==> config.mk <==
export PLATFORM = sky130hd
export DESIGN_NAME = track_offset_smoother_exit_latch_top
export DESIGN_NICKNAME = d
export VERILOG_FILES = /design/src/hw/rtl/tosel_pkg.sv /design/src/hw/rtl/tosel_mul.sv /design/src/hw/rtl/track_offset_smoother_exit_latch_top.sv
export VERILOG_INCLUDE_DIRS = /design/src /design/src/hw/rtl
export SDC_FILE = /design/constraint.sdc
export NUM_CORES = 1
export LEC_CHECK = 0
export BUFFER_PORTS_ARGS = -buffer_cell sky130_fd_sc_hd__buf_4
export CORE_MARGIN = 1
export CORE_UTILIZATION = 45
export CTS_CLUSTER_DIAMETER = 150
export DETAILED_ROUTE_END_ITERATION = 10
export SYNTH_ARGS = -nofsm -noshare
export SYNTH_HDL_FRONTEND = slang
export SYNTH_SLANG_ARGS = --single-unit
export TNS_END_PERCENT = 20
==> constraint.sdc <==
create_clock -name aclk -period 7.6 [get_ports aclk]
set_input_delay 1.52 -clock aclk [delete_from_list [all_inputs] [get_ports aclk]]
set_output_delay 1.52 -clock aclk [all_outputs]
set_load 0.01 [all_outputs]
==> src/hw/rtl/track_offset_smoother_exit_latch_top_defines.svh <==
// assertion helpers shared by the rtl, clocked on aclk and gated by reset
`ifndef TRACK_OFFSET_SMOOTHER_EXIT_LATCH_TOP_DEFINES_SVH
`define TRACK_OFFSET_SMOOTHER_EXIT_LATCH_TOP_DEFINES_SVH

// same-cycle implication
`define TOSEL_ASSERT_NOW(label, ante, cons, msg) \
    label: assert property (@(posedge aclk) disable iff (!aresetn) (ante) |-> (cons)) \
        else $error(msg);

// next-cycle implication
`define TOSEL_ASSERT_NEXT(label, ante, cons, msg) \
    label: assert property (@(posedge aclk) disable iff (!aresetn) (ante) |=> (cons)) \
        else $error(msg);

`endif

==> src/hw/rtl/tosel_pkg.sv <==
package tosel_pkg;

    localparam int ARM_FRAMES_DEF = 5;

    // stream widths
    localparam int S_TDATA_W = 24;
    localparam int S_TUSER_W = 2;
    localparam int M_TDATA_W = 16;

    // field widths
    localparam int TGT_W   = 14;
    localparam int CONF_W  = 7;
    localparam int STATE_W = 16;
    localparam int STEER_W = 7;
    localparam int CR_W    = 3;
    localparam int MR_W    = 4;

    // configuration port
    localparam int CFG_IDX_W  = 2;
    localparam int CFG_DATA_W = 9;

    // serial multiplier
    localparam int MCAND_W  = 17;
    localparam int MPLIER_W = 9;
    localparam int PROD_W   = 27;
    localparam int MCNT_W   = $clog2(MPLIER_W);

    localparam logic signed [MCAND_W-1:0] TGT_STEP = 17'sd819;
    localparam logic signed [MCAND_W-1:0] OFS_STEP = 17'sd5120;
    localparam logic [MPLIER_W-1:0] TGT_W_BOTH = 9'd218;
    localparam logic [MPLIER_W-1:0] TGT_W_ONE  = 9'd192;
    localparam logic [CONF_W-1:0] ARM_CONF   = 7'd55;
    localparam logic [CONF_W-1:0] CONF_DECAY = 7'd25;
    localparam logic [CONF_W-1:0] CONF_MAX   = 7'd100;

    localparam logic [8:0] ALPHA_MIN = 9'd13;
    localparam logic [8:0] ALPHA_MAX = 9'd256;
    localparam logic [8:0] GAIN_MIN  = 9'd100;
    localparam logic [8:0] GAIN_MAX  = 9'd350;
    localparam logic [5:0] CLAMP_MIN = 6'd20;
    localparam logic [5:0] CLAMP_MAX = 6'd45;

    localparam logic [8:0] ALPHA_RST = 9'd205;
    localparam logic [3:0] NEED_RST  = 4'd3;
    localparam logic [8:0] GAIN_RST  = 9'd230;
    localparam logic [5:0] CLAMP_RST = 6'd40;

    typedef enum logic [CFG_IDX_W-1:0] {
        CFG_ALPHA   = 2'd0,
        CFG_MISSING = 2'd1,
        CFG_GAIN    = 2'd2,
        CFG_CLAMP   = 2'd3
    } cfg_idx_t;

    typedef enum logic [7:0] {
        S_IDLE = 8'b0000_0001,
        S_TMUL = 8'b0000_0010,
        S_TADD = 8'b0000_0100,
        S_GMUL = 8'b0000_1000,
        S_GADD = 8'b0001_0000,
        S_OMUL = 8'b0010_0000,
        S_OADD = 8'b0100_0000,
        S_OUT  = 8'b1000_0000
    } state_t;

    typedef struct packed {
        logic busy;
        logic done;
    } mul_stat_t;

    // arithmetic shift right, rounding half away from zero
    function automatic logic signed [PROD_W-1:0] rnd_shr(
        input logic signed [PROD_W-1:0] v,
        input logic [3:0] sh
    );
        logic signed [PROD_W-1:0] half;
        logic signed [PROD_W-1:0] mag;
        half = $signed({{(PROD_W-1){1'b0}}, 1'b1} << (sh - 4'd1));
        mag = -v;
        if (v >= 0) begin
            rnd_shr = (v + half) >>> sh;
        end else begin
            rnd_shr = -((mag + half) >>> sh);
        end
    endfunction

endpackage

==> src/hw/rtl/tosel_mul.sv <==
module tosel_mul (
    input  logic                                   aclk,
    input  logic                                   aresetn,
    input  logic                                   start,
    input  logic signed [tosel_pkg::MCAND_W-1:0]   mcand,
    input  logic        [tosel_pkg::MPLIER_W-1:0]  mplier,
    output logic signed [tosel_pkg::PROD_W-1:0]    product,
    output tosel_pkg::mul_stat_t                   stat
);
    import tosel_pkg::*;

    logic signed [PROD_W-1:0] acc_reg, acc_next;
    logic signed [PROD_W-1:0] mc_reg, mc_next;
    logic [MPLIER_W-1:0]      mp_reg, mp_next;
    logic [MCNT_W-1:0]        cnt_reg, cnt_next;
    logic                     busy_reg, busy_next;
    logic                     done_reg, done_next;

    // one multiplier bit per cycle, lsb first
    always_comb begin
        acc_next  = acc_reg;
        mc_next   = mc_reg;
        mp_next   = mp_reg;
        cnt_next  = cnt_reg;
        busy_next = busy_reg;
        done_next = 1'b0;
        if (start) begin
            acc_next  = '0;
            mc_next   = PROD_W'(mcand);
            mp_next   = mplier;
            cnt_next  = '0;
            busy_next = 1'b1;
        end else if (busy_reg) begin
            if (mp_reg[0]) begin
                acc_next = acc_reg + mc_reg;
            end
            mc_next  = mc_reg <<< 1;
            mp_next  = mp_reg >> 1;
            cnt_next = cnt_reg + 1'b1;
            if (cnt_reg == MCNT_W'(MPLIER_W - 1)) begin
                busy_next = 1'b0;
                done_next = 1'b1;
            end
        end
    end

    always_ff @(posedge aclk) begin
        acc_reg <= acc_next;
        mc_reg  <= mc_next;
        mp_reg  <= mp_next;
        if (!aresetn) begin
            cnt_reg  <= '0;
            busy_reg <= 1'b0;
            done_reg <= 1'b0;
        end else begin
            cnt_reg  <= cnt_next;
            busy_reg <= busy_next;
            done_reg <= done_next;
        end
    end

    assign product   = acc_reg;
    assign stat.busy = busy_reg;
    assign stat.done = done_reg;

endmodule

==> src/hw/rtl/track_offset_smoother_exit_latch_top.sv <==
// Path-offset smoother with section-exit latch, one transaction per scan frame.
// s_ channel: one path estimate per frame, accepted when s_tvalid and s_tready.
// m_ channel: exactly one result per accepted frame, in order.
// cfg_we/cfg_index/cfg_wdata: register writes, taken on any edge with cfg_we high;
// write only while no frame is in flight.
// A found frame runs three shift-add multiplies on one shared serial multiplier
// (target weight, steering gain, offset weight) before its result is loaded.
// The first found frame seeds both filters and skips two multiplies. Missing
// frames and frames after the end latch go straight to the output state.
// s_tready returns as the result is loaded into the output register, so one
// found frame is through before the next frame is accepted.
// The result sits in an output register; a new frame is accepted while it waits.
// If the receiver stalls and a second result is ready, the block holds in its
// output state until the register frees up.
// Reset (aresetn low, synchronous) restores register defaults and clears all
// filter, counter and latch state; the output channel goes empty.
`include "track_offset_smoother_exit_latch_top_defines.svh"

module track_offset_smoother_exit_latch_top #(
    parameter int ARM_FRAMES = tosel_pkg::ARM_FRAMES_DEF
) (
    input  logic                                 aclk,
    input  logic                                 aresetn,
    input  logic                                 cfg_we,
    input  logic [tosel_pkg::CFG_IDX_W-1:0]      cfg_index,
    input  logic [tosel_pkg::CFG_DATA_W-1:0]     cfg_wdata,
    input  logic                                 s_tvalid,
    output logic                                 s_tready,
    // lateral_target [13:0], confidence_in [20:14], zero pad
    input  logic [tosel_pkg::S_TDATA_W-1:0]      s_tdata,
    // path_found [0], both_sides [1]
    input  logic [tosel_pkg::S_TUSER_W-1:0]      s_tuser,
    output logic                                 m_tvalid,
    input  logic                                 m_tready,
    // steer_offset [6:0], section_end [7], confidence_out [14:8], zero pad
    output logic [tosel_pkg::M_TDATA_W-1:0]      m_tdata
);
    import tosel_pkg::*;

    // configuration
    logic [8:0] alpha_reg;
    logic [3:0] need_reg;
    logic [8:0] gain_reg;
    logic [5:0] clamp_reg;

    always_ff @(posedge aclk) begin
        if (!aresetn) begin
            alpha_reg <= ALPHA_RST;
            need_reg  <= NEED_RST;
            gain_reg  <= GAIN_RST;
            clamp_reg <= CLAMP_RST;
        end else if (cfg_we) begin
            unique case (cfg_idx_t'(cfg_index))
                CFG_ALPHA:   alpha_reg <= cfg_wdata;
                CFG_MISSING: need_reg  <= cfg_wdata[3:0];
                CFG_GAIN:    gain_reg  <= cfg_wdata;
                CFG_CLAMP:   clamp_reg <= cfg_wdata[5:0];
                default: ;
            endcase
        end
    end

    logic [8:0]               alpha_eff;
    logic [3:0]               need_eff;
    logic [8:0]               gain_eff;
    logic [5:0]               clamp_eff;
    logic signed [PROD_W-1:0] lim;

    assign alpha_eff = (alpha_reg < ALPHA_MIN) ? ALPHA_MIN :
                       (alpha_reg > ALPHA_MAX) ? ALPHA_MAX : alpha_reg;
    assign need_eff  = (need_reg == 4'd0) ? 4'd1 : need_reg;
    assign gain_eff  = (gain_reg < GAIN_MIN) ? GAIN_MIN :
                       (gain_reg > GAIN_MAX) ? GAIN_MAX : gain_reg;
    assign clamp_eff = (clamp_reg < CLAMP_MIN) ? CLAMP_MIN :
                       (clamp_reg > CLAMP_MAX) ? CLAMP_MAX : clamp_reg;
    assign lim       = $signed({{(PROD_W-14){1'b0}}, clamp_eff, 8'd0});

    // input decode
    logic                     in_found;
    logic                     in_both;
    logic signed [TGT_W-1:0]  in_tgt;
    logic [CONF_W-1:0]        in_conf_raw;
    logic [CONF_W-1:0]        in_conf;

    assign in_found    = s_tuser[0];
    assign in_both     = s_tuser[1];
    assign in_tgt      = $signed(s_tdata[TGT_W-1:0]);
    assign in_conf_raw = s_tdata[TGT_W+CONF_W-1:TGT_W];
    assign in_conf     = (in_conf_raw > CONF_MAX) ? CONF_MAX : in_conf_raw;

    // state
    state_t                    state_reg, state_next;
    logic                      start_reg, start_next;
    logic                      both_reg, both_next;
    logic signed [TGT_W-1:0]   tgt_reg, tgt_next;
    logic signed [STATE_W-1:0] st_reg, st_next;
    logic                      t_seed_reg, t_seed_next;
    logic signed [STATE_W-1:0] so_reg, so_next;
    logic                      o_seed_reg, o_seed_next;
    logic signed [STATE_W-1:0] raw_reg, raw_next;
    logic [CR_W-1:0]           cr_reg, cr_next;
    logic [MR_W-1:0]           mr_reg, mr_next;
    logic                      armed_reg, armed_next;
    logic                      end_latched_reg, end_latched_next;
    logic [CONF_W-1:0]         held_conf_reg, held_conf_next;
    logic                      end_out_reg, end_out_next;
    logic                      m_tvalid_reg, m_tvalid_next;
    logic [M_TDATA_W-1:0]      m_tdata_reg, m_tdata_next;

    // shared serial multiplier
    logic signed [MCAND_W-1:0] mul_mcand;
    logic [MPLIER_W-1:0]       mul_mplier;
    logic signed [PROD_W-1:0]  mul_prod;
    mul_stat_t                 mul_stat;

    tosel_mul u_mul (
        .aclk    (aclk),
        .aresetn (aresetn),
        .start   (start_reg),
        .mcand   (mul_mcand),
        .mplier  (mul_mplier),
        .product (mul_prod),
        .stat    (mul_stat)
    );

    // operand selection
    logic signed [MCAND_W-1:0] dt_full, dt, do_full, dof, neg_st;
    logic [MPLIER_W-1:0]       tw, ow;

    assign dt_full = MCAND_W'(tgt_reg) - MCAND_W'(st_reg);
    assign dt      = (dt_full > TGT_STEP) ? TGT_STEP :
                     (dt_full < -TGT_STEP) ? -TGT_STEP : dt_full;
    assign do_full = MCAND_W'(raw_reg) - MCAND_W'(so_reg);
    assign dof     = (do_full > OFS_STEP) ? OFS_STEP :
                     (do_full < -OFS_STEP) ? -OFS_STEP : do_full;
    assign neg_st  = -MCAND_W'(st_reg);
    assign tw      = both_reg ? TGT_W_BOTH : TGT_W_ONE;
    assign ow      = both_reg ? alpha_eff :
                     ((alpha_eff < TGT_W_ONE) ? alpha_eff : TGT_W_ONE);

    always_comb begin
        unique case (state_reg)
            S_TMUL: begin
                mul_mcand  = dt;
                mul_mplier = tw;
            end
            S_GMUL: begin
                mul_mcand  = neg_st;
                mul_mplier = gain_eff;
            end
            S_OMUL: begin
                mul_mcand  = dof;
                mul_mplier = ow;
            end
            default: begin
                mul_mcand  = '0;
                mul_mplier = '0;
            end
        endcase
    end

    // product rounding
    logic signed [PROD_W-1:0]  prod_rnd8, prod_rnd4, so_rnd;
    logic signed [STATE_W-1:0] raw_cl;

    assign prod_rnd8 = rnd_shr(mul_prod, 4'd8);
    assign prod_rnd4 = rnd_shr(mul_prod, 4'd4);
    assign raw_cl    = (prod_rnd4 > lim)  ? STATE_W'(lim)  :
                       (prod_rnd4 < -lim) ? STATE_W'(-lim) : STATE_W'(prod_rnd4);
    assign so_rnd    = rnd_shr(PROD_W'(so_reg), 4'd8);

    // run counters, saturating
    logic [CR_W-1:0] cr_upd;
    logic [MR_W-1:0] mr_upd;

    assign cr_upd = (in_conf < ARM_CONF) ? '0 :
                    (&cr_reg) ? cr_reg : cr_reg + 1'b1;
    assign mr_upd = (&mr_reg) ? mr_reg : mr_reg + 1'b1;

    assign s_tready = (state_reg == S_IDLE);

    always_comb begin
        state_next       = state_reg;
        start_next       = 1'b0;
        both_next        = both_reg;
        tgt_next         = tgt_reg;
        st_next          = st_reg;
        t_seed_next      = t_seed_reg;
        so_next          = so_reg;
        o_seed_next      = o_seed_reg;
        raw_next         = raw_reg;
        cr_next          = cr_reg;
        mr_next          = mr_reg;
        armed_next       = armed_reg;
        end_latched_next = end_latched_reg;
        held_conf_next   = held_conf_reg;
        end_out_next     = end_out_reg;
        m_tvalid_next    = m_tvalid_reg;
        m_tdata_next     = m_tdata_reg;

        if (m_tvalid_reg && m_tready) begin
            m_tvalid_next = 1'b0;
        end

        unique case (state_reg)
            S_IDLE: begin
                if (s_tvalid) begin
                    both_next = in_both;
                    tgt_next  = in_tgt;
                    if (end_latched_reg) begin
                        held_conf_next = '0;
                        end_out_next   = 1'b1;
                        state_next     = S_OUT;
                    end else if (in_found) begin
                        mr_next        = '0;
                        end_out_next   = 1'b0;
                        held_conf_next = in_conf;
                        if (!armed_reg) begin
                            cr_next = cr_upd;
                            if (cr_upd >= CR_W'(ARM_FRAMES)) begin
                                armed_next = 1'b1;
                            end
                        end
                        if (t_seed_reg) begin
                            state_next = S_TMUL;
                            start_next = 1'b1;
                        end else begin
                            state_next = S_TADD;
                        end
                    end else begin
                        end_out_next   = 1'b0;
                        held_conf_next = (held_conf_reg > CONF_DECAY) ?
                                         held_conf_reg - CONF_DECAY : '0;
                        if (!armed_reg) begin
                            cr_next = '0;
                        end else begin
                            mr_next = mr_upd;
                            if (mr_upd >= need_eff) begin
                                end_latched_next = 1'b1;
                                end_out_next     = 1'b1;
                                held_conf_next   = '0;
                            end
                        end
                        state_next = S_OUT;
                    end
                end
            end
            S_TMUL: begin
                if (mul_stat.done) begin
                    state_next = S_TADD;
                end
            end
            S_TADD: begin
                if (t_seed_reg) begin
                    st_next = st_reg + STATE_W'(prod_rnd8);
                end else begin
                    st_next     = STATE_W'(tgt_reg);
                    t_seed_next = 1'b1;
                end
                state_next = S_GMUL;
                start_next = 1'b1;
            end
            S_GMUL: begin
                if (mul_stat.done) begin
                    state_next = S_GADD;
                end
            end
            S_GADD: begin
                if (o_seed_reg) begin
                    raw_next   = raw_cl;
                    state_next = S_OMUL;
                    start_next = 1'b1;
                end else begin
                    so_next     = raw_cl;
                    o_seed_next = 1'b1;
                    state_next  = S_OUT;
                end
            end
            S_OMUL: begin
                if (mul_stat.done) begin
                    state_next = S_OADD;
                end
            end
            S_OADD: begin
                so_next    = so_reg + STATE_W'(prod_rnd8);
                state_next = S_OUT;
            end
            S_OUT: begin
                if (!m_tvalid_reg || m_tready) begin
                    m_tvalid_next = 1'b1;
                    m_tdata_next  = {1'b0, held_conf_reg, end_out_reg,
                                     so_rnd[STEER_W-1:0]};
                    state_next    = S_IDLE;
                end
            end
            default: begin
                state_next = S_IDLE;
            end
        endcase
    end

    always_ff @(posedge aclk) begin
        both_reg    <= both_next;
        tgt_reg     <= tgt_next;
        raw_reg     <= raw_next;
        m_tdata_reg <= m_tdata_next;
        if (!aresetn) begin
            state_reg       <= S_IDLE;
            start_reg       <= 1'b0;
            st_reg          <= '0;
            t_seed_reg      <= 1'b0;
            so_reg          <= '0;
            o_seed_reg      <= 1'b0;
            cr_reg          <= '0;
            mr_reg          <= '0;
            armed_reg       <= 1'b0;
            end_latched_reg <= 1'b0;
            held_conf_reg   <= '0;
            end_out_reg     <= 1'b0;
            m_tvalid_reg    <= 1'b0;
        end else begin
            state_reg       <= state_next;
            start_reg       <= start_next;
            st_reg          <= st_next;
            t_seed_reg      <= t_seed_next;
            so_reg          <= so_next;
            o_seed_reg      <= o_seed_next;
            cr_reg          <= cr_next;
            mr_reg          <= mr_next;
            armed_reg       <= armed_next;
            end_latched_reg <= end_latched_next;
            held_conf_reg   <= held_conf_next;
            end_out_reg     <= end_out_next;
            m_tvalid_reg    <= m_tvalid_next;
        end
    end

    assign m_tvalid = m_tvalid_reg;
    assign m_tdata  = m_tdata_reg;

    // the multiplier is idle whenever a new transaction can enter
    `TOSEL_ASSERT_NOW(a_idle_mul_free, s_tready, !mul_stat.busy, "multiplier busy while idle")
    // a product only completes while the sequencer waits for it
    `TOSEL_ASSERT_NOW(a_done_in_wait, mul_stat.done,
        (state_reg == S_TMUL) || (state_reg == S_GMUL) || (state_reg == S_OMUL),
        "multiplier done outside a wait state")
    // missing frames are only counted once exit detection is armed
    `TOSEL_ASSERT_NOW(a_missing_armed, mr_reg != '0, armed_reg, "missing run while not armed")
    // the section end never unlatches
    `TOSEL_ASSERT_NEXT(a_end_sticky, end_latched_reg, end_latched_reg, "section end released")

endmodule
==> results by stage <==
Power and ir drop:
- The leakage power is 7.75 nW.
- The switching part of the total power is 0.482.
- The switching power total is 3.56 mW.
- The proportion of power drawn by the clock network is 0.177.
- The largest voltage drop on the vdd net is 187 uV.
- For this design the ratio of total power to cell area is 374 nW/um2.
- Of the total power, registers draw 0.201.
- The internal power is 3.82 mW.
- The share of total power dissipated in combinational logic is 0.622.

GRT:
- The number of global-route vias before repair is 15.9k.
- The maximum number of pins on one net before global-route repair is 83.
- The first global-routing pass estimated 85200 um of wire.
- The number of antenna violations at the first check in global routing is 0.
- For this run the aggregate overflow at the end of global routing stands at 0.
- The combined global-route utilization of all metal layers is 0.261.

Synthesis:
- By area the synthesized netlist is led by sky130_fd_sc_hd__edfxtp_1 14%, sky130_fd_sc_hd__dfxtp_1 14%, sky130_fd_sc_hd__ha_1 9.8%, sky130_fd_sc_hd__xnor2_1 7.3%, sky130_fd_sc_hd__a21oi_1 4.9%.
- The library cell occupying the most area in the post-synthesis netlist is sky130_fd_sc_hd__edfxtp_1.
- The synthesized instance count is 2226.
- The distinct cell type count of the synthesized netlist is 94.
- After synthesis the netlist holds a flip-flop and latch count of 203.
- By count the netlist is led by 206 x sky130_fd_sc_hd__nor2_1, 204 x sky130_fd_sc_hd__nand2_1, 175 x sky130_fd_sc_hd__a21oi_1, 149 x sky130_fd_sc_hd__xnor2_1, 139 x sky130_fd_sc_hd__ha_1.
- Yosys printed 0 warnings.
- The per-instance average area after synthesis is 7.98 um2.
- The sequential area share after synthesis is 0.275.
- In the post-synthesis netlist, the cell with the most instances is sky130_fd_sc_hd__nor2_1.
- The proportion of synthesized flip-flops having asynchronous set or reset is 0.
- The share of synthesized area in the top cell type comes to 0.139.
- The most used flip-flop cell after synthesis is sky130_fd_sc_hd__dfxtp_1.
- The area of the mapped netlist is 17800 um2.
- The count of flip-flops with a built-in enable after synthesis is 82.

Setup path:
- The number of buffers and inverters on the critical path is 1.
- The slowest stage of the critical path is the sky130_fd_sc_hd__or4b_2 cell.
- STA puts the critical path data required time at 8.08 ns.
- In this design, the largest share of critical-path delay is due to simple AND/OR/NAND/NOR gates.
- Counting buffers and inverters, the worst setup path is 25 cells deep.
- The class of the most critical setup path is flip-flop to flip-flop.
- The number of cells on the worst reg-to-reg path is 25.
- STA puts the critical path data arrival time at 7.61 ns.
- The delay of the slowest critical-path stage is 0.67 ns.
- The startpoint type of the worst setup path is a flip-flop.
- By instance count, the cell type seen most on the critical path is sky130_fd_sc_hd__xnor2_1.
- STA classifies the critical path endpoint as a flip-flop.
- In this run the worst path has a maximum fanout of 7.

STA:
- Setup violations remaining at the end of the flow were counted as 0.
- The pin slew with the least headroom to its limit is 1.18 ns.
- The clock tree skew after final layout is 0.0188 ns.
- The number of hold-slack violations in the final timing report is 0.
- Headroom to the max-slew limit came out at 0.203.
- The top achievable clock speed is 140 MHz.
- The final-report max-slew violation count is 0.
- The ratio of final minimum period to clock period is 0.939.
- The final worst setup slack is 0.467 ns.
- The time the worst path needs with I/O delays and setup is 7.13 ns.

Flow run:
- The tool flagged a number of max-cap violations equal to 0.

Hold path:
- The path class of the tightest hold or removal check is flip-flop to flip-flop.
- The depth of the worst hold-timing path is 2.

Finish:
- For this run, the number of standard cells in the final layout without fillers is 2793.
- 0 antenna diodes ended up in the layout.
- The number of nets at the end of the flow is 2442.
- The synthesis-to-finish area growth is 11.2%.
- After routing the design area is 19700 um2.
- The fraction of final layout cells with drive strength greater than 1 is 0.0897.

Route:
- The iteration-0 DRC count of the detailed router is 1193.
- The number of vias per cell is 5.91.
- For this block, the routed nets add up to 53100 um of wire.
- In this run the remaining antenna-violating nets after routing total 0.
- The first detailed-routing pass ran for 5 iterations.
- The number of design rule violations left after detail routing is 0.
- After detailed routing, the average wire length per cell comes to 19.0 um.
- Detailed routing inserted a total of 16.5k vias.

Die:
- For this configuration, the core starts out at a cell density of 0.457.
- The area of the die is 40300 um2.
- Measured along the y axis, the die boundary spans 201 um.
- The number of I/O pins is 60.
- The die width is 201 um.
- The floorplan row count is 72.
- The total core area is 38800 um2.

Place:
- Once placement completed, the tool counted placed cells totaling 2744.
- The pre-CTS setup slack is 0.285 ns.
- Detailed placement ended at an HPWL of 40900 um.
- The count of buffers inserted at the top-level ports is 55.
- After detailed placement, the total cell area comes to 18800 um2.
- At the end of routability-driven placement, the weighted congestion stood at 0.912.

Run status:
- The flow ran to the end, and the final reports show no timing, DRC or antenna violations.

Clocking:
- The total number of clock tree sinks is 203.
- The maximum buffer depth of the clock tree is 3.
- The total number of H-tree levels is 1.
- The clock tree from TritonCTS is yes.
- The tree is rooted in a sky130_fd_sc_hd__clkbuf_16.
- The clock insertion delay at the later pin of the skew report is 0.56 ns.
- After clock tree synthesis, the flow added hold-fix buffers numbering 0.
- After clock tree synthesis, the clock-pin slew on the worst setup and hold paths is 0.06 ns.
- The number of clock buffers inserted by TritonCTS is 25.
[through the flow]
| stage | hold slack [ns] | TNS, ns | power [mW] | util |
|---|---|---|---|---|
| final | 0.485 | 0 | 7.38 | 0.509 |
| after global routing | 0.513 | -0.00478 | 7.91 | 0.509 |
| after CTS | 0.487 | 0 | 7.29 | 0.506 |
| after detailed placement | 0.471 | 0 | 5.94 | 0.483 |
| after global placement | 0.464 | 0 | 5.91 | 0.483 |
| after floorplan | 0.445 | 0 | 4.66 | - |
[kinds of logic after synthesis]
family          count (synthesis)  share of synthesized area
simple gates                  815                      0.230
compound gates                577                      0.215
buf+inv                       241                     0.0521
xor+xnor                      204                      0.101
flops                         203                      0.275
fa+ha+maj                     144                      0.104
mux                            41                     0.0238
other cells                     1                   0.000211
[cell usage in the layout (no fill, tap or decap), types with 10 or more instances in the layout]
cell and n:
sky130_fd_sc_hd__nor2b_1 19, sky130_fd_sc_hd__a31oi_1 34, sky130_fd_sc_hd__o21bai_1 19, sky130_fd_sc_hd__nand4_1 32, sky130_fd_sc_hd__a21o_1 29, sky130_fd_sc_hd__buf_4 97
sky130_fd_sc_hd__nand3_1 75, sky130_fd_sc_hd__and2_1 19, sky130_fd_sc_hd__nor2_1 206, sky130_fd_sc_hd__edfxtp_1 82, sky130_fd_sc_hd__o21a_1 21, sky130_fd_sc_hd__nand3b_1 16
sky130_fd_sc_hd__o21ai_0 108, sky130_fd_sc_hd__nor4_1 17, sky130_fd_sc_hd__inv_1 132, sky130_fd_sc_hd__nor3b_1 11, sky130_fd_sc_hd__dfxtp_1 119, sky130_fd_sc_hd__nor3_1 69
sky130_fd_sc_hd__conb_1 13, sky130_fd_sc_hd__a22oi_1 11, sky130_fd_sc_hd__or4_1 16, sky130_fd_sc_hd__o31ai_1 15, sky130_fd_sc_hd__nand2b_1 25, sky130_fd_sc_hd__a21oi_1 175
sky130_fd_sc_hd__xor2_1 55, sky130_fd_sc_hd__nand2_1 204, sky130_fd_sc_hd__or2_2 18, sky130_fd_sc_hd__o2111ai_1 10, sky130_fd_sc_hd__xnor2_1 148, sky130_fd_sc_hd__clkbuf_16 25
sky130_fd_sc_hd__a211oi_1 30, sky130_fd_sc_hd__ha_1 138, sky130_fd_sc_hd__mux2i_1 34, sky130_fd_sc_hd__and3_1 28, sky130_fd_sc_hd__or3_1 22
[worst paths after layout]
check | slack [ns] | end | from
setup / recovery | 0.47 | so_reg[0] | u_mul.product[0]
hold / removal | 0.48 | cr_reg[1] | cr_reg[1]
setup reg to reg | 0.47 | so_reg[0] | u_mul.product[0]
hold reg to reg | 0.48 | cr_reg[1] | cr_reg[1]
[layout make-up]
cell class                      count  area (um2)
Fill cell                        3749       19100
Sequential cell                   203        4890
Multi-Input combinational cell   1794       12100
Inverter                          134         503
Clock inverter                     13         186
Clock buffer                       33         716
Tap cell                          518         648
Timing Repair Buffer               98         748
[power by group through the flow]
stage               Sequential, mW  Clock [mW]  Combinational [mW]
floorplan                     1.35           0                3.32
global placement              1.49           0                4.41
detailed placement            1.50           0                4.45
CTS                           1.48        1.33                4.48
global route                  1.50        1.38                5.03
finish                        1.48        1.31                4.59
[layer usage]
metal  wire [um]  up-vias  part of all wire  track usage
li1            -     8117                 -            -
met1       23600     7864              0.44        0.344
met2       25200      453              0.47        0.449
met3        3080       77             0.058       0.0292
met4        1310        0             0.025       0.0731
met5           0        -                 0            0
[worst min-delay path, cell delays in order, from the launching register on]
cell	delay (ns)
sky130_fd_sc_hd__dfxtp_1	0.33
sky130_fd_sc_hd__nand2_1	0.06
sky130_fd_sc_hd__a21oi_1	0.05
[timing repair]
item | CTS | global route
setup buffers | 0 | 3
gates resized for setup | 0 | 12
endpoints found under the setup margin | 0 | 32
Power figures use the tool's default switching activity.
